==> src/rtl/afwd_pkg.sv <==
package afwd_pkg;

    // Sample store geometry
    localparam int STORE_DEPTH = 128;
    localparam int IDX_W       = $clog2(STORE_DEPTH);
    localparam int POS_W       = $clog2(STORE_DEPTH + 1);
    localparam int CMP_W       = IDX_W + 9;

    // Field widths
    localparam int AXIS_W  = 13;
    localparam int MAG_W   = 14;
    localparam int WIN_W   = 8;
    localparam int THR_W   = 14;
    localparam int FILL_W  = 8;
    localparam int CFG_W   = 14;
    localparam int CFGI_W  = 2;

    // Queue depths between the parts
    localparam int CMD_DEPTH = 2;
    localparam int RES_DEPTH = 2;

    // Item modes / back-end operations
    localparam logic [1:0] OP_SAMPLE  = 2'd0;
    localparam logic [1:0] OP_CHECK   = 2'd1;
    localparam logic [1:0] OP_RESTART = 2'd2;
    localparam logic [1:0] OP_NONE    = 2'd3;

    // Configuration register indexes
    localparam logic [CFGI_W-1:0] REG_WINDOW = 2'd0;
    localparam logic [CFGI_W-1:0] REG_LOW    = 2'd1;
    localparam logic [CFGI_W-1:0] REG_HIGH   = 2'd2;

    // Configuration reset values
    localparam logic [WIN_W-1:0] WINDOW_RST = 8'd25;
    localparam logic [THR_W-1:0] LOW_RST    = 14'd200;
    localparam logic [THR_W-1:0] HIGH_RST   = 14'd1300;

    typedef struct packed {
        logic [WIN_W-1:0] window;
        logic [THR_W-1:0] low;
        logic [THR_W-1:0] high;
    } cfg_t;

    // Classified command handed from front to back
    typedef struct packed {
        logic [1:0]       op;
        logic [MAG_W-1:0] mag;
        logic             vib;
        logic             last;
    } cmd_t;

    typedef struct packed {
        logic              fall;
        logic              full;
        logic [FILL_W-1:0] pos;
    } res_t;

    // Absolute value of a two's complement axis reading
    function automatic logic [MAG_W-1:0] axis_mag(input logic [AXIS_W-1:0] v);
        logic [MAG_W-1:0] r;
        if (v[AXIS_W-1])
        begin
            r = MAG_W'(14'h2000) - MAG_W'(v);
        end
        else
        begin
            r = MAG_W'(v);
        end
        return r;
    endfunction

endpackage

==> src/rtl/afwd_ram.sv <==
module afwd_ram #(
    parameter int WIDTH = 8,
    parameter int DEPTH = 16
) (
    input  logic                     clk,
    input  logic                     we,
    input  logic [$clog2(DEPTH)-1:0] waddr,
    input  logic [WIDTH-1:0]         wdata,
    input  logic [$clog2(DEPTH)-1:0] raddr,
    output logic [WIDTH-1:0]         rdata
);

    logic [WIDTH-1:0] mem [DEPTH];

    // Write port
    always_ff @(posedge clk)
    begin
        if (we)
        begin
            mem[waddr] <= wdata;
        end
    end

    // Registered read port
    always_ff @(posedge clk)
    begin
        rdata <= mem[raddr];
    end

endmodule

==> src/rtl/afwd_front.sv <==
module afwd_front import afwd_pkg::*; (
    input  logic              clk,
    input  logic              rst_n,
    input  logic              push,
    output logic              full,
    input  logic [1:0]        mode,
    input  logic [AXIS_W-1:0] accel_x,
    input  logic [AXIS_W-1:0] accel_y,
    input  logic [AXIS_W-1:0] accel_z,
    input  logic              vibrating,
    input  logic              batch_end,
    output logic              cmd_valid,
    output cmd_t              cmd,
    input  logic              cmd_take
);

    cmd_t                cmd_mem_reg [CMD_DEPTH];
    logic                cmd_wp_reg;
    logic                cmd_rp_reg;
    logic [1:0]          cmd_cnt_reg;
    logic [1:0]          cmd_cnt_next;
    logic                in_xfer;
    logic                out_xfer;
    cmd_t                cmd_new;
    logic [MAG_W:0]      mag_sum;

    assign full      = (cmd_cnt_reg == 2'(CMD_DEPTH));
    assign cmd_valid = (cmd_cnt_reg != 2'd0);
    assign cmd       = cmd_mem_reg[cmd_rp_reg];
    assign in_xfer   = push && !full;
    assign out_xfer  = cmd_take && cmd_valid;

    // Classify the incoming item and form the magnitude
    always_comb
    begin
        mag_sum = (MAG_W+1)'(axis_mag(accel_x)) + (MAG_W+1)'(axis_mag(accel_y))
                + (MAG_W+1)'(axis_mag(accel_z));
        cmd_new.mag  = mag_sum[MAG_W-1:0];
        cmd_new.vib  = vibrating;
        cmd_new.last = batch_end;
        case (mode)
            OP_SAMPLE:  cmd_new.op = OP_SAMPLE;
            OP_CHECK:   cmd_new.op = OP_CHECK;
            OP_RESTART: cmd_new.op = OP_RESTART;
            default:    cmd_new.op = OP_NONE;
        endcase
    end

    // Command queue occupancy
    always_comb
    begin
        cmd_cnt_next = cmd_cnt_reg;
        if (in_xfer && !out_xfer)
        begin
            cmd_cnt_next = cmd_cnt_reg + 2'd1;
        end
        else if (out_xfer && !in_xfer)
        begin
            cmd_cnt_next = cmd_cnt_reg - 2'd1;
        end
    end

    always_ff @(posedge clk or negedge rst_n)
    begin
        if (!rst_n)
        begin
            cmd_wp_reg  <= 1'b0;
            cmd_rp_reg  <= 1'b0;
            cmd_cnt_reg <= 2'd0;
        end
        else
        begin
            cmd_cnt_reg <= cmd_cnt_next;
            if (in_xfer)
            begin
                cmd_wp_reg <= ~cmd_wp_reg;
            end
            if (out_xfer)
            begin
                cmd_rp_reg <= ~cmd_rp_reg;
            end
        end
    end

    // Queue storage
    always_ff @(posedge clk)
    begin
        if (in_xfer)
        begin
            cmd_mem_reg[cmd_wp_reg] <= cmd_new;
        end
    end

    a_cmd_cnt_bound: assert property (@(posedge clk) disable iff (!rst_n)
        cmd_cnt_reg <= 2'(CMD_DEPTH))
        else $error("command queue over its depth");

    a_cmd_take_valid: assert property (@(posedge clk) disable iff (!rst_n)
        (cmd_valid && !cmd_take) |=> cmd_valid)
        else $error("waiting command lost");

endmodule

==> src/rtl/afwd_back.sv <==
module afwd_back import afwd_pkg::*; (
    input  logic              clk,
    input  logic              rst_n,
    input  cfg_t              cfg,
    input  logic              cmd_valid,
    input  cmd_t              cmd,
    output logic              cmd_take,
    output logic              empty,
    input  logic              pop,
    output logic              fall_detected,
    output logic              buffer_full,
    output logic [FILL_W-1:0] fill_position
);

    localparam logic ST_IDLE = 1'b0;
    localparam logic ST_SCAN = 1'b1;

    logic                   state_reg;
    logic                   state_next;
    logic [POS_W-1:0]       pos_reg;
    logic [POS_W-1:0]       pos_next;
    logic                   full_reg;
    logic                   full_next;
    logic                   discard_reg;
    logic                   discard_next;
    logic [STORE_DEPTH-1:0] valid_reg;

    // Scan pipeline
    logic [IDX_W-1:0]       rd_idx_reg;
    logic                   rd_busy_reg;
    logic                   dat_v_reg;
    logic [IDX_W-1:0]       dat_idx_reg;
    logic                   dat_vb_reg;
    logic                   lastl_v_reg;
    logic [IDX_W-1:0]       lastl_reg;
    logic                   lasth_v_reg;
    logic [IDX_W-1:0]       lasth_reg;
    logic                   fall_acc_reg;

    logic [MAG_W-1:0]       ram_rdata;
    logic                   ram_we;
    logic                   scan_start;
    logic [MAG_W-1:0]       samp;
    logic                   cur_l;
    logic                   cur_h;
    logic                   nl_v;
    logic                   nh_v;
    logic [IDX_W-1:0]       nl;
    logic [IDX_W-1:0]       nh;
    logic [WIN_W-1:0]       win_m1;
    logic [CMP_W-1:0]       idx_c;
    logic [CMP_W-1:0]       wm1_c;
    logic                   win_any;
    logic                   end_ok;
    logic                   hit;
    logic                   fall_now;
    logic                   scan_last;

    // Result queue
    res_t                   res_mem_reg [RES_DEPTH];
    logic                   res_wp_reg;
    logic                   res_rp_reg;
    logic [1:0]             res_cnt_reg;
    logic [1:0]             res_cnt_next;
    logic                   res_push;
    logic                   res_pop;
    logic                   res_space;
    logic                   res_fall;
    res_t                   res_new;
    res_t                   res_head;

    afwd_ram #(
        .WIDTH (MAG_W),
        .DEPTH (STORE_DEPTH)
    ) u_store (
        .clk   (clk),
        .we    (ram_we),
        .waddr (pos_reg[IDX_W-1:0]),
        .wdata (cmd.mag),
        .raddr (rd_idx_reg),
        .rdata (ram_rdata)
    );

    assign res_space = (res_cnt_reg != 2'(RES_DEPTH));
    assign cmd_take  = (state_reg == ST_IDLE) && cmd_valid && res_space;
    assign empty     = (res_cnt_reg == 2'd0);
    assign res_pop   = pop && !empty;
    assign res_head  = res_mem_reg[res_rp_reg];
    assign fall_detected = res_head.fall;
    assign buffer_full   = res_head.full;
    assign fill_position = res_head.pos;

    // Window test on the entry leaving the store: track the latest index
    // below the low threshold and above the high one, and see whether both
    // fall inside the window that ends here
    always_comb
    begin
        samp    = dat_vb_reg ? ram_rdata : '0;
        cur_l   = (samp < cfg.low);
        cur_h   = (samp > cfg.high);
        nl_v    = lastl_v_reg || cur_l;
        nh_v    = lasth_v_reg || cur_h;
        nl      = cur_l ? dat_idx_reg : lastl_reg;
        nh      = cur_h ? dat_idx_reg : lasth_reg;
        win_m1  = (cfg.window == '0) ? '0 : cfg.window - 1'b1;
        idx_c   = CMP_W'(dat_idx_reg);
        wm1_c   = CMP_W'(win_m1);
        win_any = (CMP_W'(cfg.window) < CMP_W'(STORE_DEPTH));
        scan_last = (dat_idx_reg == IDX_W'(STORE_DEPTH - 1));
        // last start position is one short of the end unless the window is empty
        end_ok  = (cfg.window == '0) || !scan_last;
        hit     = win_any && end_ok && (idx_c >= wm1_c) && nl_v && nh_v
                  && (CMP_W'(nl) + wm1_c >= idx_c) && (CMP_W'(nh) + wm1_c >= idx_c);
        fall_now = fall_acc_reg || hit;
    end

    // Command execution
    always_comb
    begin
        state_next   = state_reg;
        pos_next     = pos_reg;
        full_next    = full_reg;
        discard_next = discard_reg;
        ram_we       = 1'b0;
        res_push     = 1'b0;
        res_fall     = 1'b0;
        scan_start   = 1'b0;
        if (cmd_take)
        begin
            case (cmd.op)
                OP_SAMPLE:
                begin
                    res_push = 1'b1;
                    if (discard_reg)
                    begin
                        if (cmd.last)
                        begin
                            discard_next = 1'b0;
                        end
                    end
                    else if (pos_reg == POS_W'(STORE_DEPTH))
                    begin
                        pos_next     = '0;
                        full_next    = 1'b1;
                        discard_next = !cmd.last;
                    end
                    else if (!cmd.vib)
                    begin
                        ram_we   = 1'b1;
                        pos_next = pos_reg + 1'b1;
                    end
                end
                OP_CHECK:
                begin
                    state_next = ST_SCAN;
                    scan_start = 1'b1;
                end
                OP_RESTART:
                begin
                    res_push  = 1'b1;
                    pos_next  = '0;
                    full_next = 1'b0;
                end
                default:
                begin
                    res_push = 1'b1;
                end
            endcase
        end
        if ((state_reg == ST_SCAN) && dat_v_reg && scan_last)
        begin
            res_push   = 1'b1;
            res_fall   = fall_now;
            state_next = ST_IDLE;
        end
        res_new.fall = res_fall;
        res_new.full = full_next;
        res_new.pos  = FILL_W'(pos_next);
    end

    // Result queue occupancy
    always_comb
    begin
        res_cnt_next = res_cnt_reg;
        if (res_push && !res_pop)
        begin
            res_cnt_next = res_cnt_reg + 2'd1;
        end
        else if (res_pop && !res_push)
        begin
            res_cnt_next = res_cnt_reg - 2'd1;
        end
    end

    // Control state
    always_ff @(posedge clk or negedge rst_n)
    begin
        if (!rst_n)
        begin
            state_reg    <= ST_IDLE;
            pos_reg      <= '0;
            full_reg     <= 1'b0;
            discard_reg  <= 1'b0;
            valid_reg    <= '0;
            rd_idx_reg   <= '0;
            rd_busy_reg  <= 1'b0;
            dat_v_reg    <= 1'b0;
            dat_idx_reg  <= '0;
            dat_vb_reg   <= 1'b0;
            lastl_v_reg  <= 1'b0;
            lastl_reg    <= '0;
            lasth_v_reg  <= 1'b0;
            lasth_reg    <= '0;
            fall_acc_reg <= 1'b0;
            res_wp_reg   <= 1'b0;
            res_rp_reg   <= 1'b0;
            res_cnt_reg  <= 2'd0;
        end
        else
        begin
            state_reg   <= state_next;
            pos_reg     <= pos_next;
            full_reg    <= full_next;
            discard_reg <= discard_next;
            if (ram_we)
            begin
                valid_reg[pos_reg[IDX_W-1:0]] <= 1'b1;
            end

            // read address sweep
            if (scan_start)
            begin
                rd_busy_reg  <= 1'b1;
                rd_idx_reg   <= '0;
                lastl_v_reg  <= 1'b0;
                lasth_v_reg  <= 1'b0;
                fall_acc_reg <= 1'b0;
            end
            else if (rd_busy_reg)
            begin
                rd_idx_reg <= rd_idx_reg + 1'b1;
                if (rd_idx_reg == IDX_W'(STORE_DEPTH - 1))
                begin
                    rd_busy_reg <= 1'b0;
                end
            end

            // data stage, aligned with the RAM read
            dat_v_reg   <= rd_busy_reg;
            dat_idx_reg <= rd_idx_reg;
            dat_vb_reg  <= valid_reg[rd_idx_reg];
            if (dat_v_reg)
            begin
                lastl_v_reg  <= nl_v;
                lastl_reg    <= nl;
                lasth_v_reg  <= nh_v;
                lasth_reg    <= nh;
                fall_acc_reg <= fall_now;
            end

            res_cnt_reg <= res_cnt_next;
            if (res_push)
            begin
                res_wp_reg <= ~res_wp_reg;
            end
            if (res_pop)
            begin
                res_rp_reg <= ~res_rp_reg;
            end
        end
    end

    // Result storage
    always_ff @(posedge clk)
    begin
        if (res_push)
        begin
            res_mem_reg[res_wp_reg] <= res_new;
        end
    end

    a_res_no_overrun: assert property (@(posedge clk) disable iff (!rst_n)
        res_push |-> (res_space || res_pop))
        else $error("result queue overrun");

    a_scan_holds_cmds: assert property (@(posedge clk) disable iff (!rst_n)
        (state_reg == ST_SCAN) |-> !cmd_take)
        else $error("command taken during store scan");

    a_pos_bound: assert property (@(posedge clk) disable iff (!rst_n)
        pos_reg <= POS_W'(STORE_DEPTH))
        else $error("write position beyond store");

    a_write_in_range: assert property (@(posedge clk) disable iff (!rst_n)
        ram_we |-> (pos_reg < POS_W'(STORE_DEPTH)))
        else $error("store write at the wrap position");

endmodule

==> src/rtl/accel_fall_window_detector.sv <==
// Fall-window detector. Items enter through a two-deep command queue
// (push/full) and every item leaves exactly one result through a two-deep
// result queue (pop/empty). Sample, restart and unused-mode items push their
// result when taken, so a stream of them runs at one item per clock while the
// result queue has room. A check item walks the 128-entry sample store
// through the single RAM read port, one entry per clock; until its result is
// pushed, no further item is executed (the command queue still fills).
// The store reads as zero after reset through per-entry valid flags, so
// there is no clearing pass. Configuration writes are taken in any cycle
// (cfg_ready is always high); an index beyond the high threshold is ignored.
module accel_fall_window_detector import afwd_pkg::*; (
    input  logic              clk,
    input  logic              rst_n,
    input  logic              push,
    output logic              full,
    input  logic [1:0]        mode,
    input  logic [AXIS_W-1:0] accel_x,
    input  logic [AXIS_W-1:0] accel_y,
    input  logic [AXIS_W-1:0] accel_z,
    input  logic              vibrating,
    input  logic              batch_end,
    output logic              empty,
    input  logic              pop,
    output logic              fall_detected,
    output logic              buffer_full,
    output logic [FILL_W-1:0] fill_position,
    input  logic              cfg_valid,
    output logic              cfg_ready,
    input  logic [CFGI_W-1:0] cfg_index,
    input  logic [CFG_W-1:0]  cfg_data
);

    cfg_t cfg_reg;
    logic cmd_valid;
    cmd_t cmd;
    logic cmd_take;
    logic cfg_xfer;

    assign cfg_ready = 1'b1;
    assign cfg_xfer  = cfg_valid && cfg_ready;

    // Configuration registers
    always_ff @(posedge clk or negedge rst_n)
    begin
        if (!rst_n)
        begin
            cfg_reg.window <= WINDOW_RST;
            cfg_reg.low    <= LOW_RST;
            cfg_reg.high   <= HIGH_RST;
        end
        else if (cfg_xfer)
        begin
            case (cfg_index)
                REG_WINDOW: cfg_reg.window <= cfg_data[WIN_W-1:0];
                REG_LOW:    cfg_reg.low    <= cfg_data[THR_W-1:0];
                REG_HIGH:   cfg_reg.high   <= cfg_data[THR_W-1:0];
                default:    ;
            endcase
        end
    end

    afwd_front u_front (
        .clk       (clk),
        .rst_n     (rst_n),
        .push      (push),
        .full      (full),
        .mode      (mode),
        .accel_x   (accel_x),
        .accel_y   (accel_y),
        .accel_z   (accel_z),
        .vibrating (vibrating),
        .batch_end (batch_end),
        .cmd_valid (cmd_valid),
        .cmd       (cmd),
        .cmd_take  (cmd_take)
    );

    afwd_back u_back (
        .clk           (clk),
        .rst_n         (rst_n),
        .cfg           (cfg_reg),
        .cmd_valid     (cmd_valid),
        .cmd           (cmd),
        .cmd_take      (cmd_take),
        .empty         (empty),
        .pop           (pop),
        .fall_detected (fall_detected),
        .buffer_full   (buffer_full),
        .fill_position (fill_position)
    );

endmodule
==> config.mk <==
export PLATFORM = sky130hd
export DESIGN_NAME = accel_fall_window_detector
export DESIGN_NICKNAME = d
export VERILOG_FILES = /design/src/rtl/afwd_pkg.sv /design/src/rtl/afwd_ram.sv /design/src/rtl/afwd_front.sv /design/src/rtl/afwd_back.sv /design/src/rtl/accel_fall_window_detector.sv
export SDC_FILE = /design/constraint.sdc
export NUM_CORES = 2
export LEC_CHECK = 0
export ABC_AREA = 1
export BUFFER_PORTS_ARGS = -buffer_cell sky130_fd_sc_hd__buf_2
export CORE_MARGIN = 2
export CORE_UTILIZATION = 57
export CTS_CLUSTER_SIZE = 25
export DETAILED_ROUTE_END_ITERATION = 16
export PLACE_DENSITY = 0.77
export SYNTH_ARGS = -nofsm -noshare
export SYNTH_HDL_FRONTEND = slang
export SYNTH_SLANG_ARGS = --single-unit
export TNS_END_PERCENT = 1
==> constraint.sdc <==
create_clock -name clk -period 4.7 [get_ports clk]
set_clock_uncertainty 0.2 [all_clocks]
set_input_delay 0 -clock clk [delete_from_list [all_inputs] [get_ports clk]]
set_output_delay 0 -clock clk [all_outputs]
set_load 0.05 [all_outputs]
==> metrics.yaml <==
clock_tree:
  clk_pin_slew_worst_paths_ps: 60
  cts_inserted_buffers: 195
  h-tree-depth: 4
  cts_root_buf: "clkbuf_16"
  clock_sink_count: 2079
  cts_tree: "built"
  clk_latency_ps: 860
  cts_max_path_buffers: 3
floorplanning:
  io_pins: 77
  start_util_pct: 57.4
  rows: 141
  core_area_um2: 148000
  die-area_um2: 152000
  die_w_um: 390
  die_height_um: 390
finish:
  finalNetCount: 7242
  drive_above_1_share_pct: 10.6
  area_delta_synth_final_pct: 13.0
  largest_reg_flops: 1792
  utilization_pct: 64.9
drt:
  drc_errors: 0
  vias_per_cell: 6.45
  ant_nets: 0
  wl_per_cell_um: 25.9
  first_pass_iters: 8
  drt-initial-drc-count: 8852
  wl_mm: 238
  num_vias: 59200
synth:
  synth_ff_type: "edfxtp_1"
  synth_top_area_share_pct: 65.3
  synth-async-reset-ratio_pct: 10.4
  ys_top_cells_by_count: "1,848 x edfxtp_1, 1,120 x nor2_1, 1,090 x o21ai_0"
  seq_area_frac_synth_pct: 72.0
  synth_edf_count: 1848
  yosysWarnings: 0
  synthCells: 6869
  yosysMostFrequentCell: "edfxtp_1"
  synth.avg_cell_area_um2: 12.4
  synth_cell_types: 60
  ys_ff_latch: 2079
  netlist_area_um2: 85000
  synth_nets: 7027
  synth_top_area_cell: "edfxtp_1"
  synth_area_leaders: "edfxtp_1 65%, o21ai_0 6.4%, dfrtp_1 6.1%"
status:
  status: "finished, final reports clean"
sta:
  layout_setup_ws_ps: 159
  max_slew_margin_pct: 23.4
  fin_tns_setup_ps: 0
  hold_viol_final: 0
  setup-violations-final: 0
  whs_ps: 15.3
  report.final.slew_viol_count: 0
  fin_crit_sh_pct: 96.6
  grt_setup_unrepaired: "true"
  max_freq_mhz: 220
  period_needed_ps: 4540
  max_slew.worst_pin.slew_ps: 1150
setup_path:
  worstReg2RegEnd: "u_back.res_mem_reg[1][9]"
  crit_arrival_ps: 4910
  cpPeakStageDelay_ps: 410
  cp_top_family: "simple AND/OR/NAND/NOR gates"
  critPathBufInv: 4
  critPathLaunchType: "flip-flop"
  critical_path_required_ps: 5070
  worstSetupPathType: "flip-flop to flip-flop"
  worstSetupEndpointType: "flip-flop"
  rrSetupSlack_ps: 160
  rr_worst_depth: 28
  cp_max_fo: 6
  r2r_start: "u_back.dat_vb_reg"
  crit_slowest_cell: "dfrtp_1"
global_routing:
  antenna_found_initial: 9
  grt_overflow: 0
  grt_use_total_pct: 30.8
  grt_max_degree: 120
  grt_pass1_wl_mm: 351
  first_global_vias: 56400
min_path:
  hold_path_class: "input pin to flip-flop"
  hp-start: "accel_x[1]"
  min_delay_path_depth: 7
  min_to: "u_front.cmd_mem_reg[0][5]"
power_and_ir_drop:
  power_frac_clock_pct: 23.8
  p_leak_nw: 33.5
  power.switching_mw: 25.7
  p_sw_share_pct: 39.9
  combPwrFrac_pct: 38.7
  seq_power_share_pct: 37.5
  ir_drop_mv: 0.844
  internal_power_mw: 38.7
  p_per_area_nw_per_um2: 670
  fin_total_pwr_mw: 64.4
placement:
  post-dp-hpwl_mm: 141
  gp_congestion: 0.925
  io_buffers: 75
  dp_slack_ps: -84.0
run:
  drv_cap: 0
## timing repair
| action | CTS | global route |
|---|---|---|
| hold buffers | 75 | 0 |
| cloned | 0 | 0 |
| hold endpoints to repair | 331 | 0 |
| endpoints found under the setup margin | 2 | 5 |
| pin swaps | 1 | 15 |
| resized for setup | 4 | 40 |
| buffers inserted | 1 | 1 |
## power by group through the flow
| stage | Combinational [mW] | Clock (mW) | Sequential (mW) |
|---|---|---|---|
| final | 24.9 | 15.3 | 24.2 |
| after global routing | 26.4 | 16.1 | 24.2 |
| after CTS | 24.0 | 15.4 | 24.1 |
| after detailed placement | 23.7 | 0 | 24.5 |
| after global placement | 23.1 | 0 | 24.5 |
| after floorplan | 13.5 | 0 | 24.6 |
## placed cells by master, fill, tap and decap left out, drive strengths merged, types with 3 or more instances in the layout
cell type / n
o31ai: 3
a21boi: 7
xnor2: 23
a221oi: 12
dfxtp: 14
o221ai: 169
nor3: 20
fa: 16
diode: 3
dfstp: 10
nand2: 507
a21oi: 141
buf: 388
inv: 307
edfxtp: 1848
a221o: 6
o21ai: 1129
clkinv: 69
ha: 78
nor2: 1148
nand4: 43
or2: 77
a311oi: 4
dfrtp: 207
bufinv: 11
nor3b: 3
o21a: 4
nor4: 4
nand3: 218
dlygate4sd3: 74
o21bai: 5
nand3b: 3
o211ai: 44
xor2: 40
a31oi: 42
o22ai: 281
clkbuf: 283
## logic make-up after synthesis
family,Yosys count,share of synthesized area [%]
multiplexers,1,0.0118
AND/OR/NAND/NOR,2026,9.91
buffers and inverters,746,3.38
XOR/XNOR,63,0.649
other,1,0.00441
flip-flops,2079,72.0
AO/OA/AOI/OAI,1859,12.5
adder cells (fa/ha/maj),94,1.52
## layer usage
layer	vias to the layer above	track usage [%]	share of wire (%)	routed length, µm
met4	4	15.8	5.6	13200
met1	28900	41.9	37	87500
met5	-	0	0.011	25
li1	25500	-	-	-
met3	704	6.97	12	28900
met2	4059	46.9	46	108000
## cell type report
class	count	area, µm²
fill	10300	51900
timing repair buffer	462	3930
inverter	302	1160
tap	1930	2410
clock buffer	283	5320
multi-input combinational	4044	21200
sequential	2079	61200
clock inverter	86	836
antenna	3	7.51
## stage by stage
step | area (µm²) | std cells
floorplan | 85000 | 6869
global placement | 89000 | 8740
finish | 96100 | 9189
detailed placement | 89000 | 8740
global route | 96100 | 9186
CTS | 95900 | 9185
## worst max path at each step
stage | startpoint | end | slack, ps | depth (start not counted)
finish | u_back.dat_vb_reg | u_back.res_mem_reg[1][9] | 160 | 28
global route | u_back.dat_vb_reg | u_back.res_mem_reg[1][9] | -100 | 28
CTS | u_back.dat_vb_reg | u_back.res_mem_reg[0][9] | 10 | 28
detailed placement | u_back.dat_vb_reg | u_back.res_mem_reg[1][9] | -80 | 28
global placement | u_back.dat_vb_reg | u_back.res_mem_reg[0][9] | -20 | 28
floorplan | u_back.dat_vb_reg | u_back.res_mem_reg[0][9] | 40 | 30
## worst min-delay path, delay by kind of cell
family | cells | cell delay (ps)
AOI/OAI and AO/OA | 1 | 110
xor gates and xnor gates | 1 | 140
adders and majority gates | 2 | 460
buffers and inverters | 2 | 180
and+or+nand+nor | 1 | 50
(Power assumes the default switching activity.)
